File: config.mk
export PLATFORM = sky130hd
export DESIGN_NAME = pvp_queue
export DESIGN_NICKNAME = d
export VERILOG_FILES = /design/src/pvp_pkg.sv /design/src/pvp_queue.sv
export SDC_FILE = /design/constraint.sdc
export NUM_CORES = 1
export LEC_CHECK = 0
export BUFFER_PORTS_ARGS = -buffer_cell sky130_fd_sc_hd__buf_2
export CORE_ASPECT_RATIO = 0.75
export CORE_UTILIZATION = 51
export DETAILED_ROUTE_END_ITERATION = 10
export PLACE_DENSITY = 0.82
export SYNTH_ARGS = -nofsm -noshare
export SYNTH_HDL_FRONTEND = slang
export SYNTH_SLANG_ARGS = --single-unit
File: constraint.sdc
create_clock -name clk -period 6 [get_ports clk]
set_input_delay 1.2 -clock clk [delete_from_list [all_inputs] [get_ports clk]]
set_output_delay 1.2 -clock clk [all_outputs]
set_load 0.005 [all_outputs]
File: src/pvp_pkg.sv
// Shared types, constants and helpers of the perspective vertex projector.
`default_nettype none
package pvp_pkg;

	localparam int ACC_W = 50;
	localparam int Q_BITS = 40;
	localparam int MAP_W = 53;
	localparam int QUEUE_DEPTH = 4;
	localparam int LANES = 3;

	localparam logic [1:0] REG_ROW0 = 2'd0;
	localparam logic [1:0] REG_ROW1 = 2'd1;
	localparam logic [1:0] REG_ROW2 = 2'd2;
	localparam logic [1:0] REG_ROW3 = 2'd3;

	localparam logic [63:0] ROW0_RESET = 64'h0000_0000_0000_1000;
	localparam logic [63:0] ROW1_RESET = 64'h0000_0000_1000_0000;
	localparam logic [63:0] ROW2_RESET = 64'h0000_1000_0000_0000;
	localparam logic [63:0] ROW3_RESET = 64'h1000_0000_0000_0000;

	// Divisor used when w is zero: dividing the Q.28 sum by 2^28 in Q16.16
	// gives the sum truncated toward zero to Q16.16.
	localparam logic [ACC_W-1:0] DIV_NARROW = ACC_W'(64'd1 << 28);

	localparam logic signed [MAP_W-1:0] SCALE0 = MAP_W'(300);
	localparam logic signed [MAP_W-1:0] OFFSET0 = MAP_W'(500 * 65536);
	localparam logic signed [MAP_W-1:0] SCALE1 = MAP_W'(500);
	localparam logic signed [MAP_W-1:0] ONE_Q16 = MAP_W'(65536);

	typedef struct packed {
		logic signed [31:0] point_x;
		logic signed [31:0] point_y;
		logic signed [31:0] point_z;
		logic               viewport_mode;
	} in_t;

	typedef struct packed {
		logic signed [31:0] screen_x;
		logic signed [31:0] screen_y;
		logic signed [31:0] depth;
		logic               w_was_zero;
	} out_t;

	typedef struct packed {
		logic signed [ACC_W-1:0] acc_x;
		logic signed [ACC_W-1:0] acc_y;
		logic signed [ACC_W-1:0] acc_z;
		logic signed [ACC_W-1:0] acc_w;
		logic                    mode;
	} acc_t;

	function automatic logic signed [31:0] sat32(input logic signed [MAP_W-1:0] v);
		logic signed [31:0] r;
		if (v > MAP_W'(64'sh7FFF_FFFF)) begin
			r = 32'sh7FFF_FFFF;
		end else if (v < -MAP_W'(64'sh8000_0000)) begin
			r = 32'sh8000_0000;
		end else begin
			r = v[31:0];
		end
		return r;
	endfunction

endpackage
`default_nettype wire

File: src/pvp_queue.sv
// Short queue of column sums between the front end and the divide back end.
`default_nettype none
module pvp_queue #(
	parameter int DEPTH = pvp_pkg::QUEUE_DEPTH
) (
	input  wire logic           clk,
	input  wire logic           arst_n,
	input  wire logic           push,
	input  wire pvp_pkg::acc_t  push_data,
	output logic                full,
	input  wire logic           pop,
	output pvp_pkg::acc_t       head,
	output logic                avail
);

	localparam int PTR_W = (DEPTH > 1) ? $clog2(DEPTH) : 1;
	localparam int CNT_W = $clog2(DEPTH + 1);

	pvp_pkg::acc_t mem [DEPTH];
	logic [PTR_W-1:0] wr_ptr_q, rd_ptr_q;
	logic [CNT_W-1:0] cnt_q;

	assign full = (cnt_q == CNT_W'(DEPTH));
	assign avail = (cnt_q != '0);
	assign head = mem[rd_ptr_q];

	function automatic logic [PTR_W-1:0] wrap_inc(input logic [PTR_W-1:0] p);
		return (p == PTR_W'(DEPTH - 1)) ? '0 : p + PTR_W'(1);
	endfunction

	always_ff @(posedge clk or negedge arst_n) begin
		if (!arst_n) begin
			wr_ptr_q <= '0;
			rd_ptr_q <= '0;
			cnt_q <= '0;
		end else begin
			if (push) wr_ptr_q <= wrap_inc(wr_ptr_q);
			if (pop) rd_ptr_q <= wrap_inc(rd_ptr_q);
			if (push && !pop) cnt_q <= cnt_q + CNT_W'(1);
			else if (pop && !push) cnt_q <= cnt_q - CNT_W'(1);
		end
	end

	always_ff @(posedge clk) begin
		if (push) mem[wr_ptr_q] <= push_data;
	end

endmodule
`default_nettype wire

==> results.tsv, run 1 <==
metric	value	unit
hold_slack	0.431	ns
numCtsBuffers	77	
rows	75	
cts.reportedPaths.clkPinSlew	0.06	ns
post-route-min-period	4.11	ns
worst_path_max_delay_cell	dfrtp_4	
root_buffer	clkbuf_16	
rsz0062_at_grt	no	
async_flop_share	0.863	%
drc_errors	0	
wire_per_inst	24.2	microns
grtUsageTotal	19.6	%
end_kind	primary output	
cp-start-kind	flip-flop	
synth_largest_area_cell	edfxtp_1	
grt_pass1_wl	84900	microns
yosysTopAreaCellShare	82.0	%
fillCellCount	3760	
drv_slew	0	
power_density	473	nW/um^2
syn_avg_cell_area	27.1	sq um
syn2layout_area_growth	18.1	%
dieArea	58700	sq um
setup_tns	0	ns
drt_wl_total	57600	microns
pre_cts_slack	2.44	ns
ctsHoldBuffers	0	
crit_buf_inv	2	
synth_nets	1299	
finalSetupViolCount	0	
critPathMaxStageDelay	1.07	ns
cp.required	4.80	ns
route.vias.total	13100	
synth_edf_count	804	
first_global_vias	14000	
yosys.cell_count.top_type	edfxtp_1	
grt_start_max_net_pins	125	
seq_area_frac_synth	82.6	%
core-area	56500	sq um
dp_hpwl	33600	microns
dr.pass1.iters	4	
ys_seq_elements	811	
postCtsSetupBuffers	0	
nNetsFinal	1758	
cts_tree	built	
synth_commonest_cells	edfxtp_1 (804), mux4_2 (201), buf_2 (19), buf_6 (19), dfrtp_1 (7)	
finish.utilization	61.5	%
synth_cells	1087	
seq_area	24300	sq um
cp_max_fo	46	
ctsResizeCount	0	
worst_ir_drop_vdd	0.311	mV
setup_slack	1.89	ns
hp-class	in -> async	
fmax	244	MHz
insertion_delay	0.61	ns
maxSlewHeadroom	34.3	%
synthTopCellsByArea	edfxtp_1 (82%), mux4_2 (15%), buf_6 (0.73%)	
start_util	52.1	%
die_x	279	microns
hold_viol	0	
antenna_found_initial	22	
h-tree-depth	3	
fp.dieH	210	microns
crit_type	reg -> out	
worst_clock_skew	0.0247	ns
period_share	68.4	%
numPortBuffers	407	
multi_input_area	4760	sq um
viasPerCell	5.51	
overflow	0	
path_cells	buf_4 > mux4_2 > buf_2	
leakagePower	11.7	nW
clock_path_buffers	3	
yosysWarnings	0	
worstMarginPinSlew	0.986	ns
synth-main-ff-cell	edfxtp_1	
drive_gt1_share	46.3	%
synth_cell_type_count	21	
cts.sinks	811	
drtIter0Drc	953	
syn_area	29400	sq um
outcome	completed	
arrival	2.91	ns
ios	408	
critPathTopFamily	flip-flops	
gp_congestion	0.743	
drv_cap	0	
ant_nets	0	
r2r_slack	3.56	ns
[through the flow]
step / power, W / instance area [sq um] / instances
2_1_floorplan: 0.0104 / 29400 / 1087
3_3_place_gp: 0.0120 / 32400 / 2237
3_5_place_dp: 0.0121 / 32400 / 2237
4_1_cts: 0.0167 / 34700 / 2368
5_1_grt: 0.0172 / 34800 / 2371
6_report: 0.0165 / 34800 / 2377
[final timing paths]
kind / from / to / cells after the start
min in group clk: cnt_q[2]$_DFFE_PN0P_ / cnt_q[2]$_DFFE_PN0P_ / 1
min reg2reg: cnt_q[2]$_DFFE_PN0P_ / cnt_q[2]$_DFFE_PN0P_ / 1
max: rd_ptr_q[0]$_DFFE_PN0P_ / head[59] / 3
max in group asynchronous: arst_n / rd_ptr_q[1]$_DFFE_PN0P_ / 1
max reg2reg: wr_ptr_q[1]$_DFFE_PN0P_ / mem[1][86]$_DFFE_PP_ / 4
min: arst_n / wr_ptr_q[1]$_DFFE_PN0P_ / 1
[kinds of logic (layout without fill, tap and decap cells)]
kind of cell	Yosys count	count (layout)	share of synthesized area (%)
buffers and inverters	49	560	1.25
adder cells (fa/ha/maj)	7	7	0.323
flip-flops	811	811	82.6
AND/OR/NAND/NOR	11	11	0.196
multiplexers	204	204	15.5
XOR/XNOR	3	3	0.0893
AO/OA/AOI/OAI	2	2	0.0340
other	0	9	0
[report_power, final]
group | internal, W | switching, W
Sequential | 0.00726 | 0.000355
Combinational | 0.00213 | 0.00215
Clock | 0.00259 | 0.00198
[sequential cells by signal, summed over array words and instances (netlist names)]
signal,flops
wr_ptr_q,2
cnt_q,3
rd_ptr_q,2
mem,804
[layout make-up]
class	instances	area share, %
clock inverter	38	0.946
multi-input combinational	227	13.7
timing repair buffer	425	6.68
inverter	4	0.0432
antenna	9	0.0648
clock buffer	93	5.84
tap	770	2.77
sequential	811	70.0
[layout by cell type, fill, tap and decap left out, types with 4 or more instances in the layout]
| cell | count |
|---|---|
| and2_4 | 4 |
| clkbuf_1 | 14 |
| diode_2 | 9 |
| inv_6 | 4 |
| ha_1 | 6 |
| clkinv_2 | 13 |
| dfrtp_1 | 5 |
| bufinv_16 | 4 |
| clkinv_1 | 12 |
| buf_2 | 407 |
| clkbuf_16 | 79 |
| edfxtp_1 | 804 |
| buf_12 | 12 |
| mux4_2 | 201 |
| inv_1 | 4 |
| buf_4 | 6 |
[metal layers]
metal	global-route usage, %	part of all wire, %	up-vias	wire length, microns
li1	-	-	5666	-
met1	24.0	37	6834	21600
met2	32.9	51	480	29200
met3	7.40	9.5	106	5460
met4	5.63	2.1	22	1210
met5	0	0.27	-	158
[worst reg2reg max path: stages (launching register included)]
cell and delay (ns):
dfrtp_1 0.41, inv_1 0.11, ha_1 0.16, and2_4 0.60, buf_4 0.73
(Power assumes the default switching activity.)
==> inputs of run 2 (changes only) <==
==> constraint.sdc (replaced) <==
create_clock -name clk -period 3.3 [get_ports clk]
set_input_delay 0.66 -clock clk [delete_from_list [all_inputs] [get_ports clk]]
set_output_delay 0.66 -clock clk [all_outputs]
set_load 0.005 [all_outputs]
==> run 2 against run 1 <==
Net effect: critical path depth grew 1; die area stayed put; clock power rose by 86%; first-iteration DRC count up 22%; final area grew 1.2%; global-route usage increased by 0.97 points; clock-buffer cell count did not move; wire length up 4.4%; utilization is 0.76 points higher; non-clock buffer count increased by 35; worst setup slack got worse by 1.7 ns; clock skew shrank 0.010 ns; largest cell class unchanged.
==> results.tsv, run 2 (synthesis results as in run 1) <==
metric	value	unit
min_from	push_data[149]	
dieArea	58700	sq um
worst_path_max_delay_cell	dfrtp_4	
worstHoldEndpoint	mem[1][149]$_DFFE_PP_	
finish.utilization	62.3	%
largest_reg_flops	804	
arrival	2.41	ns
layout_common_cells	edfxtp_1 (804), buf_2 (407), mux4_2 (201)	
p_int	0.0222	W
period_share	93.1	%
core-area	56500	sq um
finalSetupViolCount	0	
netSwitchingFraction	27.3	%
end_kind	primary output	
worst_clock_skew	0.0147	ns
cp.required	2.64	ns
crit_type	reg -> out	
outcome	completed	
worst_ir_drop_vdd	0.574	mV
antenna_found_initial	20	
clock_path_buffers	3	
hp-class	in -> reg	
grt_start_max_net_pins	84	
grt_pass1_wl	88800	microns
drv_slew	0	
clkPwrFrac	27.8	%
pwr-share-comb	27.3	%
nNetsFinal	1790	
insertion_delay	0.61	ns
hold_slack	0.264	ns
r2r_slack	1.18	ns
critPathTopFamily	flip-flops	
pwr-share-seq	44.8	%
reg_top3	mem x804, cnt_q x3	
largest-register	mem	
power_switching	0.00834	W
first_global_vias	14500	
post-route-min-period	3.07	ns
cts_tree	built	
dp_hpwl	37200	microns
cts.sinks	811	
hold_viol	0	
path_cells	buf_12 > buf_12 > mux4_2 > buf_2	
path_common_cell	buf_12	
drtIter0Drc	1161	
cp-start-kind	flip-flop	
leakagePower	12.0	nW
drt_wl_total	60100	microns
h-tree-depth	3	
wire_per_inst	24.9	microns
r2r_end	mem[2][31]$_DFFE_PP_	
fillCellCount	3703	
worstMarginPinSlew	0.763	ns
power_density	867	nW/um^2
ant_nets	0	
rr_startpoint	wr_ptr_q[0]$_DFFE_PN0P_	
drc_errors	0	
syn2layout_area_growth	19.6	%
rows	75	
root_buffer	clkbuf_16	
ios	408	
drive_gt1_share	47.2	%
numCtsBuffers	74	
grtUsageTotal	20.6	%
route.vias.total	13500	
cp_max_fo	19	
fp.dieH	210	microns
whs_path_depth	1	
worst_r2r_path_depth	4	
setup_tns	0	ns
overflow	0	
fmax	325	MHz
crit_buf_inv	3	
cts.reportedPaths.clkPinSlew	0.06	ns
maxSlewHeadroom	49.2	%
drv_cap	0	
viasPerCell	5.58	
critPathMaxStageDelay	0.61	ns
rsz0062_at_grt	no	
start_util	52.1	%
layout_commonest_cell	edfxtp_1	
die_x	279	microns
setup_slack	0.226	ns
numPortBuffers	407	
gp_congestion	0.759	
pre_cts_slack	0.815	ns
dr.pass1.iters	4	
## run 2: cell types whose count changed in the layout (fill, tap and decap cells not counted), sizes merged
cell	delta
dlygate4sd3	+1
buf	+34
bufinv	+3
inv	-1
## run 2: final cells by class
cell class / instances / area, sq um / share of cell area, %
sequential: 811 / 24300 / 69.1
multi-input combinational: 227 / 4760 / 13.5
timing repair buffer: 460 / 2700 / 7.67
clock buffer: 93 / 2000 / 5.67
tap: 770 / 963 / 2.74
clock inverter: 40 / 414 / 1.18
antenna: 9 / 22.5 / 0.0640
inverter: 4 / 15.0 / 0.0427
## run 2: repair_timing
item / 4_1_cts / 5_1_grt
resized for setup: 0 / 0
setup buffers: 0 / 0
hold buffers: 1 / 0
endpoints found under the hold margin: 7 / 0
## run 2: worst register-to-register path, delay by kind of cell, from the launching register on
family	cells	cell delay (ns)
buffers and inverters	2	0.63
DFF	1	0.43
adders and majority gates	1	0.17
and+or+nand+nor	1	0.55
## run 2: power by group through the flow
stage,clock network [W],logic [W],registers (W)
finish,0.00848,0.00834,0.0137
global route,0.00900,0.00892,0.0138
CTS,0.00862,0.00852,0.0137
detailed placement,0,0.00841,0.0139
global placement,0,0.00831,0.0137
floorplan,0,0.00508,0.0137
## run 2: worst max path at each step
| stage | from | to | cells past startpoint | slack, ns |
|---|---|---|---|---|
| 5_1_grt | rd_ptr_q[0]$_DFFE_PN0P_ | head[57] | 4 | 0.09 |
| 2_1_floorplan | push | mem[3][0]$_DFFE_PP_ | 1 | 0.79 |
| 3_3_place_gp | rd_ptr_q[0]$_DFFE_PN0P_ | head[126] | 3 | 0.84 |
| 6_report | rd_ptr_q[0]$_DFFE_PN0P_ | head[57] | 4 | 0.23 |
| 4_1_cts | rd_ptr_q[0]$_DFFE_PN0P_ | head[89] | 4 | 0.15 |
| 3_5_place_dp | rd_ptr_q[0]$_DFFE_PN0P_ | head[105] | 3 | 0.81 |
## run 2: stage by stage
step           power, W  instances  area [sq um]
6_report         0.0305       2414         35200
5_1_grt          0.0317       2407         35200
4_1_cts          0.0308       2405         35200
3_5_place_dp     0.0223       2271         32800
3_3_place_gp     0.0220       2271         32800
2_1_floorplan    0.0188       1087         29400
## run 2: routing by layer
metal	track usage, %	wire, microns	vias to the layer above
li1	-	-	5717
met1	25.6	22200	7057
met2	34.7	30700	558
met3	7.37	6040	104
met4	5.16	1030	28
met5	0	152	-
==> inputs of run 3 (changes only) <==
==> constraint.sdc (replaced) <==
create_clock -name clk -period 2.8 [get_ports clk]
set_input_delay 0.56 -clock clk [delete_from_list [all_inputs] [get_ports clk]]
set_output_delay 0.56 -clock clk [all_outputs]
set_load 0.005 [all_outputs]
==> run 3 against run 2 <==
Net effect: register-to-register slack worse by 0.31 ns; die area stayed put; sequential cell count stayed put; critical endpoint is now head[108]; largest power group unchanged.
==> results.tsv, run 3 (synthesis results as in run 1) <==
metric	value	unit
numPortBuffers	407	
gp_congestion	0.777	
fillCellCount	3666	
dr.pass1.iters	5	
netSwitchingFraction	27.7	%
insertion_delay	0.61	ns
largest_reg_flops	804	
whs_path_depth	1	
hold_slack	0.167	ns
drv_slew	0	
p_int	0.0266	W
setup_slack	0.0282	ns
drc_errors	0	
post-route-min-period	2.77	ns
cts_tree	built	
drive_gt1_share	48.0	%
cp-start-kind	flip-flop	
cp_max_fo	12	
arrival	2.21	ns
fp.dieH	210	microns
crit_type	reg -> out	
end_kind	primary output	
worst_r2r_path_depth	4	
dp_hpwl	38300	microns
cts.reportedPaths.clkPinSlew	0.06	ns
rows	75	
power_density	1030	nW/um^2
route.vias.total	13700	
period_share	99.0	%
overflow	0	
rsz0062_at_grt	yes	
cp.required	2.24	ns
finalSetupViolCount	0	
viasPerCell	5.60	
grt_pass1_wl	89400	microns
layout_commonest_cell	edfxtp_1	
fmax	361	MHz
syn2layout_area_growth	21.4	%
drv_cap	0	
hp-class	in -> reg	
r2r_end	mem[1][120]$_DFFE_PP_	
numCtsBuffers	75	
outcome	completed	
root_buffer	clkbuf_16	
nNetsFinal	1820	
rr_startpoint	wr_ptr_q[1]$_DFFE_PN0P_	
worstMarginPinSlew	0.634	ns
cts.sinks	811	
ios	408	
pwr-share-comb	29.9	%
pre_cts_slack	0.521	ns
min_from	push_data[119]	
reg_top3	mem x804, cnt_q x3	
grt_start_max_net_pins	69	
h-tree-depth	3	
dieArea	58700	sq um
largest-register	mem	
power_switching	0.0102	W
worstHoldEndpoint	mem[1][119]$_DFFE_PP_	
wire_per_inst	25.1	microns
start_util	52.1	%
r2r_slack	0.87	ns
stdcell_area	35700	sq um
ant_nets	0	
drt_wl_total	61500	microns
antenna_found_initial	25	
drtIter0Drc	1105	
pwr-share-seq	43.7	%
worst_ir_drop_vdd	0.768	mV
first_global_vias	14500	
clock_path_buffers	3	
layout_common_cells	edfxtp_1 (804), buf_2 (400), mux4_2 (201)	
leakagePower	12.2	nW
clkPwrFrac	26.5	%
worst_clock_skew	0.0121	ns
dpl-instance-area	32900	sq um
grtUsageTotal	20.7	%
hold_viol	0	
die_x	279	microns
maxSlewHeadroom	57.8	%
core-area	56500	sq um
==> run 3: per-stage QoR <==
stage / total power, W / setup TNS (ns) / std cells / utilization [%]
floorplan: 0.0221 / 0 / 1087 / -
global placement: 0.0262 / 0 / 2281 / 58.3
detailed placement: 0.0265 / 0 / 2281 / 58.3
CTS: 0.0368 / -0.430 / 2424 / 62.9
global route: 0.0382 / -1.15 / 2439 / 63.2
finish: 0.0367 / 0 / 2449 / 63.3
==> run 3: power by group through the flow <==
stage | registers [W] | logic, W | clock network [W]
CTS | 0.0161 | 0.0108 | 0.00991
detailed placement | 0.0163 | 0.0102 | 0
floorplan | 0.0161 | 0.00598 | 0
global placement | 0.0161 | 0.0101 | 0
global route | 0.0162 | 0.0117 | 0.0103
finish | 0.0160 | 0.0110 | 0.00971
==> run 3: worst max path at each step <==
stage	from	endpoint	slack, ns
floorplan	wr_ptr_q[0]$_DFFE_PN0P_	mem[2][0]$_DFFE_PP_	0.32
global placement	rd_ptr_q[0]$_DFFE_PN0P_	head[107]	0.56
detailed placement	rd_ptr_q[0]$_DFFE_PN0P_	head[113]	0.52
CTS	rd_ptr_q[0]$_DFFE_PN0P_	head[84]	-0.04
global route	rd_ptr_q[0]$_DFFE_PN0P_	head[108]	-0.05
finish	rd_ptr_q[0]$_DFFE_PN0P_	head[108]	0.03
==> run 3: critical path: stages (launching register included) <==
cell and delay [ns]:
dfrtp_4 0.48, buf_16 0.22, buf_16 0.19, mux4_2 0.55
buf_2 0.15
==> run 3: routing by layer <==
layer	GRT usage (%)	up-vias	share of wire [%]
li1	-	5815	-
met1	25.6	7196	37
met2	34.8	528	51
met3	7.36	136	9.2
met4	5.99	28	2.4
met5	0	-	0.28
==> run 3: area by class of cell <==
cell class	instances	area, sq um	area share, %
Antenna cell	15	37.5	0.105
Clock buffer	91	1960	5.48
Clock inverter	42	384	1.07
Inverter	4	15.0	0.0420
Multi-Input combinational cell	227	4760	13.3
Sequential cell	811	24300	68.1
Tap cell	770	963	2.70
Timing Repair Buffer	489	3290	9.22
==> run 3: what timing repair did <==
item	4_1_cts	5_1_grt
buffers inserted	5	7
setup endpoints to repair	147	104
gates cloned	4	3
resized for setup	21	8
hold buffers	1	0
endpoints found under the hold margin	7	0
